**src/rtl/core/assert_macros.svh**
```systemverilog
// Assertion macros used by the top level for its concurrent checks.
`ifndef ASSERT_MACROS_SVH
`define ASSERT_MACROS_SVH

// Same-cycle implication, sampled on clk and held off while rst_n is low.
`define ASSERT_IMPL(label, ante, cons, msg) \
  label: assert property (@(posedge clk) disable iff (!rst_n) (ante) |-> (cons)) \
    else $error(msg);

// Next-cycle implication, sampled on clk and held off while rst_n is low.
`define ASSERT_NEXT(label, ante, cons, msg) \
  label: assert property (@(posedge clk) disable iff (!rst_n) (ante) |=> (cons)) \
    else $error(msg);

`endif

```
**src/rtl/core/itoa_pkg.sv**
```systemverilog
// Package with the transaction types, widths and character constants of the converter.
package itoa_pkg;

  // Width of the value field and derived counter widths.
  localparam int VALUE_BITS = 32;
  localparam int RADIX_BITS = 6;
  localparam int DIGIT_BITS = 6;
  localparam int CNT_W      = $clog2(VALUE_BITS);
  localparam int ND_W       = $clog2(VALUE_BITS + 1);

  // Radix limits and the radixes that get special treatment.
  localparam logic [RADIX_BITS-1:0] RADIX_MIN = 6'd2;
  localparam logic [RADIX_BITS-1:0] RADIX_MAX = 6'd36;
  localparam logic [RADIX_BITS-1:0] RADIX_BIN = 6'd2;
  localparam logic [RADIX_BITS-1:0] RADIX_OCT = 6'd8;
  localparam logic [RADIX_BITS-1:0] RADIX_DEC = 6'd10;
  localparam logic [RADIX_BITS-1:0] RADIX_HEX = 6'd16;

  // ASCII codes used in the text.
  localparam logic [7:0] CHAR_ZERO  = 8'h30;
  localparam logic [7:0] CHAR_LOWA  = 8'h61;
  localparam logic [7:0] CHAR_MINUS = 8'h2d;
  localparam logic [7:0] CHAR_X     = 8'h78;
  localparam logic [7:0] CHAR_B     = 8'h62;

  // Input transaction.
  typedef struct packed {
    logic signed [VALUE_BITS-1:0] value;
    logic [RADIX_BITS-1:0]        radix;
  } itoa_in_t;

  // Output transaction: one character of the text.
  typedef struct packed {
    logic [7:0] character;
    logic       last;
  } itoa_out_t;

  // Status returned by the shared divider.
  typedef struct packed {
    logic busy;
    logic done;
  } itoa_div_stat_t;

  // Maps a digit value to its ASCII code, lower-case letters above nine.
  function automatic logic [7:0] digit_char(input logic [DIGIT_BITS-1:0] d);
    logic [7:0] d8;
    d8 = {2'b00, d};
    if (d < 6'd10) begin
      return CHAR_ZERO + d8;
    end
    return CHAR_LOWA + d8 - 8'd10;
  endfunction

endpackage

```
**src/rtl/core/itoa_divider.sv**
```systemverilog
// Bit-serial restoring divider: one quotient bit per cycle by a small radix.
module itoa_divider (
  input  logic                                   clk,
  input  logic                                   rst_n,
  input  logic                                   start,
  input  logic [itoa_pkg::VALUE_BITS-1:0]        dividend,
  input  logic [itoa_pkg::RADIX_BITS-1:0]        divisor,
  output logic [itoa_pkg::VALUE_BITS-1:0]        quotient,
  output logic [itoa_pkg::DIGIT_BITS-1:0]        remainder,
  output itoa_pkg::itoa_div_stat_t               stat
);

  logic [itoa_pkg::VALUE_BITS-1:0] quo_r, quo_nxt;
  logic [itoa_pkg::DIGIT_BITS-1:0] rem_r, rem_nxt;
  logic [itoa_pkg::CNT_W-1:0]      cnt_r, cnt_nxt;
  logic                            busy_r, busy_nxt;
  logic                            done_r, done_nxt;
  logic [itoa_pkg::DIGIT_BITS:0]   rem_sh;
  logic [itoa_pkg::DIGIT_BITS:0]   rem_sub;
  logic                            fits;

  // One restoring step: shift in the next dividend bit and try the subtraction.
  always_comb begin
    rem_sh  = {rem_r, quo_r[itoa_pkg::VALUE_BITS-1]};
    rem_sub = rem_sh - {1'b0, divisor};
    fits    = (rem_sh >= {1'b0, divisor});
  end

  // Step sequencing: load on start, then one bit per cycle until the count runs out.
  always_comb begin
    quo_nxt  = quo_r;
    rem_nxt  = rem_r;
    cnt_nxt  = cnt_r;
    busy_nxt = busy_r;
    done_nxt = 1'b0;
    if (start) begin
      quo_nxt  = dividend;
      rem_nxt  = '0;
      cnt_nxt  = itoa_pkg::CNT_W'(itoa_pkg::VALUE_BITS - 1);
      busy_nxt = 1'b1;
    end else if (busy_r) begin
      quo_nxt = {quo_r[itoa_pkg::VALUE_BITS-2:0], fits};
      rem_nxt = fits ? rem_sub[itoa_pkg::DIGIT_BITS-1:0] : rem_sh[itoa_pkg::DIGIT_BITS-1:0];
      cnt_nxt = cnt_r - itoa_pkg::CNT_W'(1);
      if (cnt_r == '0) begin
        busy_nxt = 1'b0;
        done_nxt = 1'b1;
      end
    end
  end

  // Control registers.
  always_ff @(posedge clk) begin
    if (!rst_n) begin
      busy_r <= 1'b0;
      done_r <= 1'b0;
    end else begin
      busy_r <= busy_nxt;
      done_r <= done_nxt;
    end
  end

  // Datapath registers.
  always_ff @(posedge clk) begin
    quo_r <= quo_nxt;
    rem_r <= rem_nxt;
    cnt_r <= cnt_nxt;
  end

  assign quotient  = quo_r;
  assign remainder = rem_r;
  assign stat.busy = busy_r;
  assign stat.done = done_r;

endmodule

```
**src/rtl/core/integer_to_ascii_radix_top.sv**
```systemverilog
// Top level of the integer to ASCII text converter with sequencer and output register.
// Converts one signed value at a time into ASCII text in a radix from 2 to 36, most
// significant character first, with last set on the final character. Radix 10 prints
// negative values with a leading minus sign; other radixes read the value as unsigned and
// prefix "0x", "0" or "0b" for 16, 8 and 2. Zero prints as "0". A radix below 2 acts as 2,
// one above 36 as 36. Digits come from one shared bit-serial divider, one run per digit,
// and the characters then leave at one per cycle while out_stall is low. in_stall stays
// high from acceptance until the last character has been loaded into the output register.
`include "assert_macros.svh"

module integer_to_ascii_radix_top (
  input  logic                clk,
  input  logic                rst_n,
  input  logic                in_valid,
  output logic                in_stall,
  input  itoa_pkg::itoa_in_t  in_data,
  output logic                out_valid,
  input  logic                out_stall,
  output itoa_pkg::itoa_out_t out_data
);

  typedef enum logic [3:0] {
    S_IDLE  = 4'b0001,
    S_START = 4'b0010,
    S_WAIT  = 4'b0100,
    S_EMIT  = 4'b1000
  } state_t;

  state_t                            state_r, state_nxt;
  logic [itoa_pkg::VALUE_BITS-1:0]   mag_r, mag_nxt;
  logic [itoa_pkg::RADIX_BITS-1:0]   rad_r, rad_nxt;
  logic                              neg_r, neg_nxt;
  logic                              p0_r, p0_nxt;
  logic                              p1_r, p1_nxt;
  logic [itoa_pkg::ND_W-1:0]         nd_r, nd_nxt;
  logic [itoa_pkg::DIGIT_BITS-1:0]   stack_r [itoa_pkg::VALUE_BITS];
  logic                              out_valid_r, out_valid_nxt;
  itoa_pkg::itoa_out_t               out_data_r, out_data_nxt;

  logic                              in_acc;
  logic                              load_ok;
  logic                              push;
  logic                              pop;
  logic [itoa_pkg::RADIX_BITS-1:0]   rad_sat;
  logic [itoa_pkg::VALUE_BITS-1:0]   val_u;
  logic                              in_neg;
  logic                              in_zero;
  logic                              div_start;
  logic [itoa_pkg::VALUE_BITS-1:0]   div_quo;
  logic [itoa_pkg::DIGIT_BITS-1:0]   div_rem;
  itoa_pkg::itoa_div_stat_t          div_stat;

  // Shared divider producing one digit per run, least significant first.
  itoa_divider u_div (
    .clk       (clk),
    .rst_n     (rst_n),
    .start     (div_start),
    .dividend  (mag_r),
    .divisor   (rad_r),
    .quotient  (div_quo),
    .remainder (div_rem),
    .stat      (div_stat)
  );

  assign in_stall  = (state_r != S_IDLE);
  assign in_acc    = in_valid && !in_stall;
  assign load_ok   = !out_valid_r || !out_stall;
  assign div_start = (state_r == S_START);
  assign out_valid = out_valid_r;
  assign out_data  = out_data_r;

  // Input decode: clamp the radix and work out sign and magnitude.
  always_comb begin
    val_u = in_data.value;
    priority if (in_data.radix < itoa_pkg::RADIX_MIN) begin
      rad_sat = itoa_pkg::RADIX_MIN;
    end else if (in_data.radix > itoa_pkg::RADIX_MAX) begin
      rad_sat = itoa_pkg::RADIX_MAX;
    end else begin
      rad_sat = in_data.radix;
    end
    in_zero = (val_u == '0);
    in_neg  = (rad_sat == itoa_pkg::RADIX_DEC) && val_u[itoa_pkg::VALUE_BITS-1];
  end

  // Sequencer: divide until the quotient reaches zero, then send the text.
  always_comb begin
    state_nxt     = state_r;
    mag_nxt       = mag_r;
    rad_nxt       = rad_r;
    neg_nxt       = neg_r;
    p0_nxt        = p0_r;
    p1_nxt        = p1_r;
    nd_nxt        = nd_r;
    out_valid_nxt = out_valid_r;
    out_data_nxt  = out_data_r;
    push          = 1'b0;
    pop           = 1'b0;

    if (out_valid_r && !out_stall) begin
      out_valid_nxt = 1'b0;
    end

    unique case (state_r)
      S_IDLE: begin
        if (in_acc) begin
          rad_nxt   = rad_sat;
          neg_nxt   = in_neg;
          mag_nxt   = in_neg ? ('0 - val_u) : val_u;
          p0_nxt    = !in_zero && ((rad_sat == itoa_pkg::RADIX_HEX) ||
                                   (rad_sat == itoa_pkg::RADIX_OCT) ||
                                   (rad_sat == itoa_pkg::RADIX_BIN));
          p1_nxt    = !in_zero && ((rad_sat == itoa_pkg::RADIX_HEX) ||
                                   (rad_sat == itoa_pkg::RADIX_BIN));
          nd_nxt    = '0;
          state_nxt = S_START;
        end
      end
      S_START: begin
        state_nxt = S_WAIT;
      end
      S_WAIT: begin
        if (div_stat.done) begin
          push    = 1'b1;
          mag_nxt = div_quo;
          nd_nxt  = nd_r + itoa_pkg::ND_W'(1);
          state_nxt = (div_quo == '0) ? S_EMIT : S_START;
        end
      end
      S_EMIT: begin
        if (load_ok) begin
          out_valid_nxt = 1'b1;
          out_data_nxt.last = 1'b0;
          priority if (neg_r) begin
            out_data_nxt.character = itoa_pkg::CHAR_MINUS;
            neg_nxt = 1'b0;
          end else if (p0_r) begin
            out_data_nxt.character = itoa_pkg::CHAR_ZERO;
            p0_nxt = 1'b0;
          end else if (p1_r) begin
            out_data_nxt.character = (rad_r == itoa_pkg::RADIX_HEX) ? itoa_pkg::CHAR_X
                                                                    : itoa_pkg::CHAR_B;
            p1_nxt = 1'b0;
          end else begin
            out_data_nxt.character = itoa_pkg::digit_char(stack_r[0]);
            out_data_nxt.last      = (nd_r == itoa_pkg::ND_W'(1));
            pop    = 1'b1;
            nd_nxt = nd_r - itoa_pkg::ND_W'(1);
            if (nd_r == itoa_pkg::ND_W'(1)) begin
              state_nxt = S_IDLE;
            end
          end
        end
      end
      default: begin
        state_nxt = S_IDLE;
      end
    endcase
  end

  // Control registers.
  always_ff @(posedge clk) begin
    if (!rst_n) begin
      state_r     <= S_IDLE;
      out_valid_r <= 1'b0;
      neg_r       <= 1'b0;
      p0_r        <= 1'b0;
      p1_r        <= 1'b0;
      nd_r        <= '0;
    end else begin
      state_r     <= state_nxt;
      out_valid_r <= out_valid_nxt;
      neg_r       <= neg_nxt;
      p0_r        <= p0_nxt;
      p1_r        <= p1_nxt;
      nd_r        <= nd_nxt;
    end
  end

  // Payload registers.
  always_ff @(posedge clk) begin
    mag_r      <= mag_nxt;
    rad_r      <= rad_nxt;
    out_data_r <= out_data_nxt;
  end

  // Digit stack: the newest digit (most significant so far) sits in entry 0.
  always_ff @(posedge clk) begin
    if (push) begin
      stack_r[0] <= div_rem;
      for (int i = 1; i < itoa_pkg::VALUE_BITS; i++) begin
        stack_r[i] <= stack_r[i-1];
      end
    end else if (pop) begin
      for (int i = 0; i < itoa_pkg::VALUE_BITS - 1; i++) begin
        stack_r[i] <= stack_r[i+1];
      end
    end
  end

  // A digit only arrives while the sequencer waits for it.
  `ASSERT_IMPL(a_done_in_wait, div_stat.done, state_r == S_WAIT, "divider done outside wait")
  // Sending text always has at least one digit left to send.
  `ASSERT_IMPL(a_emit_has_digit, state_r == S_EMIT, nd_r != '0, "emit with empty stack")
  // An accepted transaction starts a division in the next cycle.
  `ASSERT_NEXT(a_accept_starts, in_valid && !in_stall, state_r == S_START,
               "accepted transaction did not start a division")

endmodule
```
**config.mk**
```make
export PLATFORM = sky130hd
export DESIGN_NAME = integer_to_ascii_radix_top
export DESIGN_NICKNAME = d
export VERILOG_FILES = /design/src/rtl/core/itoa_pkg.sv /design/src/rtl/core/itoa_divider.sv /design/src/rtl/core/integer_to_ascii_radix_top.sv
export VERILOG_INCLUDE_DIRS = /design/src /design/src/rtl/core
export SDC_FILE = /design/constraint.sdc
export NUM_CORES = 1
export LEC_CHECK = 0
export BUFFER_PORTS_ARGS = -buffer_cell sky130_fd_sc_hd__buf_4
export CAP_MARGIN = 20
export CORE_MARGIN = 1
export CORE_UTILIZATION = 30
export CTS_CLUSTER_DIAMETER = 60
export DETAILED_ROUTE_END_ITERATION = 6
export GPL_TIMING_DRIVEN = 0
export PLACE_DENSITY_LB_ADDON = 0.2
export SLEW_MARGIN = 25
export SYNTH_ARGS = -nofsm -noshare
export SYNTH_HDL_FRONTEND = slang
export SYNTH_HIERARCHICAL = 1
export SYNTH_SLANG_ARGS = --single-unit
```
**constraint.sdc**
```tcl
create_clock -name clk -period 9.9 [get_ports clk]
set_input_delay 2.475 -clock clk [delete_from_list [all_inputs] [get_ports clk]]
set_output_delay 2.475 -clock clk [all_outputs]
set_load 0.005 [all_outputs]
```
==> results of run 1 <==
-- worst max-delay path by stage --
| stage | slack (ns) | depth (start not counted) | end |
|---|---|---|---|
| floorplan | 1.95 | 6 | stack_r[0][0] |
| global placement | -0.72 | 7 | stack_r[7][16] |
| detailed placement | 4.40 | 10 | stack_r[7][10] |
| CTS | 4.95 | 10 | stack_r[6][22] |
| global route | 4.79 | 10 | stack_r[7][4] |
| finish | 5.02 | 10 | stack_r[6][22] |
-- power by group through the flow --
stage / clock network, W / registers [W] / logic [W]
floorplan: 0 / 0.00151 / 0.000262
global placement: 0 / 0.00154 / 0.000352
detailed placement: 0 / 0.00154 / 0.000358
CTS: 0.00128 / 0.00151 / 0.000360
global route: 0.00132 / 0.00152 / 0.000400
finish: 0.00124 / 0.00151 / 0.000355
-- layer usage --
layer / share of wire / track usage / vias up
met5: 0 / 0 / -
met4: 0.020 / 0.0385 / 0
met3: 0.031 / 0.0209 / 42
met2: 0.46 / 0.197 / 114
met1: 0.49 / 0.176 / 4119
li1: - / - / 3986
-- flip-flops by register name, summed over array words and instances (netlist names) --
register and count:
p0_r 1, u_div/busy_r 1, u_div/remainder 6, u_div/done_r 1
out_data 9, mag_r 32, stack_r 192, u_div/cnt_r 5
neg_r 1, rad_r 6, out_valid 1, u_div/quotient 32
nd_r 6, state_r 4, p1_r 1
-- area by class of cell --
class | instances | area [um2]
multi-input combinational | 617 | 5070
clock inverter | 11 | 105
tap | 600 | 751
sequential | 298 | 8680
fill | 4449 | 29400
clock buffer | 49 | 981
buffer | 52 | 220
inverter | 27 | 101
timing repair buffer | 57 | 505
-- worst reg2reg max path, cell delays in order, from the launching register on --
cell	delay, ns
dfxtp_1	0.30
clkbuf_1	0.32
nor4b_1	0.82
nand3_1	0.30
clkbuf_1	0.31
buf_2	0.31
buf_2	0.29
nand2_4	0.33
buf_12	0.29
buf_16	0.29
buf_16	0.29
-- through the flow --
stage	std cells	hold slack, ns	cell area [um2]	setup WS [ns]
floorplan	994	0.422	14100	1.95
global placement	1646	0.425	15200	-0.724
detailed placement	1651	0.438	15300	4.40
CTS	1711	0.447	16400	4.95
global route	1711	0.466	16400	4.79
finish	1711	0.443	16400	5.02
-- placed cells by master (no fill, tap or decap), types with 5 or more instances in the layout --
cell,count
nand4_1,6
mux2_2,219
o31ai_1,9
o21ai_0,41
or2_2,6
nor3_1,15
clkbuf_16,37
o41ai_2,6
ha_1,16
dfxtp_1,27
xor2_1,30
a21oi_1,24
nor4b_1,7
mux2i_1,5
nand2b_1,9
clkinv_1,6
a211oi_1,7
nand3_1,9
o41ai_1,6
clkbuf_1,51
nor4_1,13
buf_2,5
inv_1,25
xnor2_1,11
buf_4,53
a21o_1,5
nor2_1,50
or3_1,6
edfxtp_1,271
nand2_1,54
o21ai_1,5
==> metrics, run 1 <==
outcome completed; final worst path period share 0.493; first-pass GRT wire length 47.3 mm; worst hold path type register to register; max-slew violation count 0; Switching Fraction 0.240; Post-Syn Nets 1053; Die Ht 218 um; Overall Global Routing Usage 0.126; CP Capture Type register; largest net degree at the start of global routing 48; vias per cell 4.83; Buf/Inv on CP 7; crit-path max FO 47; Slew @ Worst Pin 0.947 ns; die footprint 0.0477 mm2; worst endpoint data arrival time 5.11 ns; Fin. Hold Viols 0; Crit Path Class primary input to register; Layout Nets 1147; hold endpoint stack_r[7][23]; setup TNS 0 ns; Worst R2R Setup Slack 5.71 ns; hold path cells 0; worst skew pair latency 0.51 ns; max incr delay on CP 0.40 ns; core box area 0.0458 mm2; total power 0.00310 W; combinational fraction of design power 0.114; layout cells sized above 1 0.321; Boundary Pins 53; Sink Count 298; antenna-violating nets left 0; synthesized cell area 0.0141 mm2; vias in the first global route 8421; CTS clk-pin slew, worst paths 0.06 ns; crit path launch out_stall; max_cap viols 0; GR Overflow Total 0; Synth Instances 994; H-tree Lvls 2; CP startpoint kind primary input; Detailed Route WL 29.7 mm; starting density of the core 0.307; Slew headroom 0.359; Reg power frac 0.487; initial antenna violation count 0; CP max stage cell buf_2; Req. time, crit path 10.13 ns; Root Driver clkbuf_16; Post-CTS Setup Bufs 0; fmax 0.205 GHz; router iterations before antenna repair 5; Diodes inserted 0; CTS tree built; minimum clock period 4.88 ns; drc violations 0; Clock power frac 0.399; worst r2r src state_r[3]; Post-CTS Resized 0; TritonCTS Buffers 35; Core Util, Final 0.359; Layout Skew 0.0187 ns; final setup fails 0; kind of cell adding the most delay to the critical path buffers and inverters; Pint 0.00236 W; synth warn 6; FF-to-FF End stack_r[6][22]; vias 8261; power per cell area 189 mW/mm2; RSZ-0062 raised after global routing false; Die X-Extent 218 um; DP HPWL 20.6 mm; Hold-fix buffers, CTS 0; area grow syn2layout 16.8%; Syn Area/Cell 14.1 um2; HP Start stack_r[7][17]; worst-path cell chain buf_4 > nand2_1 > nand3_1 > clkbuf_1 > buf_2 > buf_2 > nand2_4 > buf_12 > buf_16 > buf_16; # rows 78; peak supply drop 0.000104 V; IO buf count 52; DR WL/cell 17.4 um; P_leak 5.40 nW; clk buf depth 3; RD Place Congestion 0.805; r2r worst-path depth 10; DR iter-0 viols 560; Psw 0.000744 W
No activity file was read; power rests on OpenSTA's default activity.
==> inputs of run 2 (changes only) <==
==> constraint.sdc (replaced) <==
create_clock -name clk -period 4.8 [get_ports clk]
set_input_delay 1.2 -clock clk [delete_from_list [all_inputs] [get_ports clk]]
set_output_delay 1.2 -clock clk [all_outputs]
set_load 0.005 [all_outputs]
==> run 2 against run 1 <==
Register-to-register slack worse by 5.2 ns; utilization is 0.21 points higher; die area stayed put; largest power group unchanged; highest routed layer unchanged.
==> metrics, run 2 (synthesis gave the netlist of run 1 again) <==
TritonCTS Buffers 35 (unchanged); worst setup margin 0.493 ns (-4.53 ns); hold endpoint stack_r[7][19]; crit-path max FO 76 (+62%); first-pass GRT wire length 46.9 mm (-0.82%); largest reg by FF count stack_r; setup TNS 0 ns (unchanged); Sequential Area 0.00868 mm2 (unchanged); max-slew violation count 0 (unchanged); vias 8233 (-0.34%); max_cap viols 0 (unchanged); H-tree Lvls 2 (unchanged); Diodes inserted 0 (unchanged); Post-CTS Setup Bufs 0 (unchanged); initial antenna violation count 0 (unchanged); most common cell after layout, fill and taps aside edfxtp_1; RSZ-0062 raised after global routing false; Core Util, Final 0.361 (+0.00205); antenna-violating nets left 0 (unchanged); DR iter-0 viols 659 (+18%); CP startpoint kind register; Post-CTS Resized 0 (unchanged); worst skew pair latency 0.53 ns (+0.02 ns); final worst path period share 0.897; Die Ht 218 um (unchanged); Sink Count 298 (unchanged); fill count 4431 (-0.40%); Layout Skew 0.0338 ns (+0.0151 ns); worst hold path type register to register; peak supply drop 0.000210 V (+100%); Req. time, crit path 4.98 ns (-5.15 ns); final cell count without fillers 1711 (unchanged); Hold-fix buffers, CTS 0 (unchanged); Slew headroom 0.282 (-0.0778); core box area 0.0458 mm2 (unchanged); Root Driver clkbuf_16; met3 usage 0.0213 (+0.000418); CTS clk-pin slew, worst paths 0.06 ns (about the same); layout cells sized above 1 0.327 (+0.00540); largest net degree at the start of global routing 77 (+60%); RD Place Congestion 0.791 (-1.7%); DR WL/cell 17.3 um (-0.37%); GR Overflow Total 0 (unchanged); Boundary Pins 53 (unchanged); die footprint 0.0477 mm2 (unchanged); r2r worst-path depth 8 (-2); met2 Use GR 0.197 (about the same); router iterations before antenna repair 5 (unchanged); hold path cells 0 (unchanged); CTS tree built; Slew @ Worst Pin 1.06 ns (+0.115 ns); Die X-Extent 218 um (unchanged); dpl cells 1649 (-0.12%); Detailed Route WL 29.6 mm (-0.37%); crit-path most repeated cell clkbuf_1; outcome completed; drc violations 0 (unchanged); CP Capture Type register; multi-input gate area in the final layout 0.00509 mm2 (+0.30%); Global Route met1 Usage 0.176 (-0.000719); power per cell area 401 mW/mm2 (+110%); Worst R2R Setup Slack 0.49 ns (-5.22 ns); fmax 0.232 GHz; vias in the first global route 8322 (-1.2%); total power 0.00663 W (+110%); pre-CTS WS 0.482 ns (-3.92 ns); number of flip-flops under the largest register name 192 (unchanged); worst endpoint data arrival time 4.49 ns (-0.62 ns); area grow syn2layout 17.4%; Crit Path Class register to register; most frequent cells in the layout edfxtp_1, mux2_2, nand2_1; P_leak 5.44 nW (+0.77%); worst r2r src state_r[2]; FF-to-FF End stack_r[0][17]; Fin. Hold Viols 0 (unchanged); max incr delay on CP 0.71 ns (+0.31 ns); starting density of the core 0.307 (unchanged); CP max stage cell nor4b_2; worst-path cell chain clkbuf_1 > nor4b_2 > nand2_1 > clkbuf_1 > clkbuf_1 > nand2_8 > buf_16 > buf_16; DP HPWL 20.4 mm (-0.76%); final setup fails 0 (unchanged); vias per cell 4.81 (-0.34%); Layout Nets 1145 (-0.17%); grt peak-use layer met2; minimum clock period 4.31 ns; # rows 78 (unchanged); IO buf count 52 (unchanged); clk buf depth 3 (unchanged); HP Start stack_r[7][13]; Overall Global Routing Usage 0.125 (-0.00110)
-- run 2: layout make-up --
type / count / share of cell area
clock buffers: 46 / 0.0581
plain buffers: 52 / 0.0133
repair buffers: 55 / 0.0282
well taps: 600 / 0.0455
inverters: 27 / 0.00614
multi-input cells: 617 / 0.308
clock inverters: 16 / 0.0149
flip-flops and latches: 298 / 0.526
-- run 2: worst max path at each step --
stage	slack [ns]	endpoint	from	cells after the start
3_5_place_dp	0.48	stack_r[0][11]	state_r[3]	9
6_report	0.49	stack_r[0][17]	state_r[2]	8
4_1_cts	0.41	stack_r[0][2]	state_r[3]	9
3_3_place_gp	-1.69	stack_r[7][17]	out_stall	7
2_1_floorplan	0.05	stack_r[0][0]	out_stall	6
5_1_grt	0.15	stack_r[1][20]	state_r[2]	8
-- run 2: through the flow --
stage	hold WS (ns)	instance area (um2)
after floorplan	0.422	14100
after global placement	0.425	15200
after detailed placement	0.431	15300
after CTS	0.445	16500
after global routing	0.452	16500
final	0.444	16500
-- run 2: per-layer routing --
layer  wire [um]  vias to the layer above
li1            -                     3989
met1       14300                     4064
met2       13800                      142
met3        1120                       38
met4         464                        0
met5           0                        -
-- run 2: worst max-delay path, delay by kind of cell, from the launching register on --
kind | cells | cell delay (ns)
buffers and inverters | 5 | 1.90
AND/OR/NAND/NOR | 3 | 1.67
flip-flops | 1 | 0.36
-- run 2: power breakdown --
group	leakage [nW]	switching (W)	internal [W]
Combinational	2.18	0.000408	0.000335
Sequential	2.68	0.000115	0.00300
Clock	0.580	0.00104	0.00173
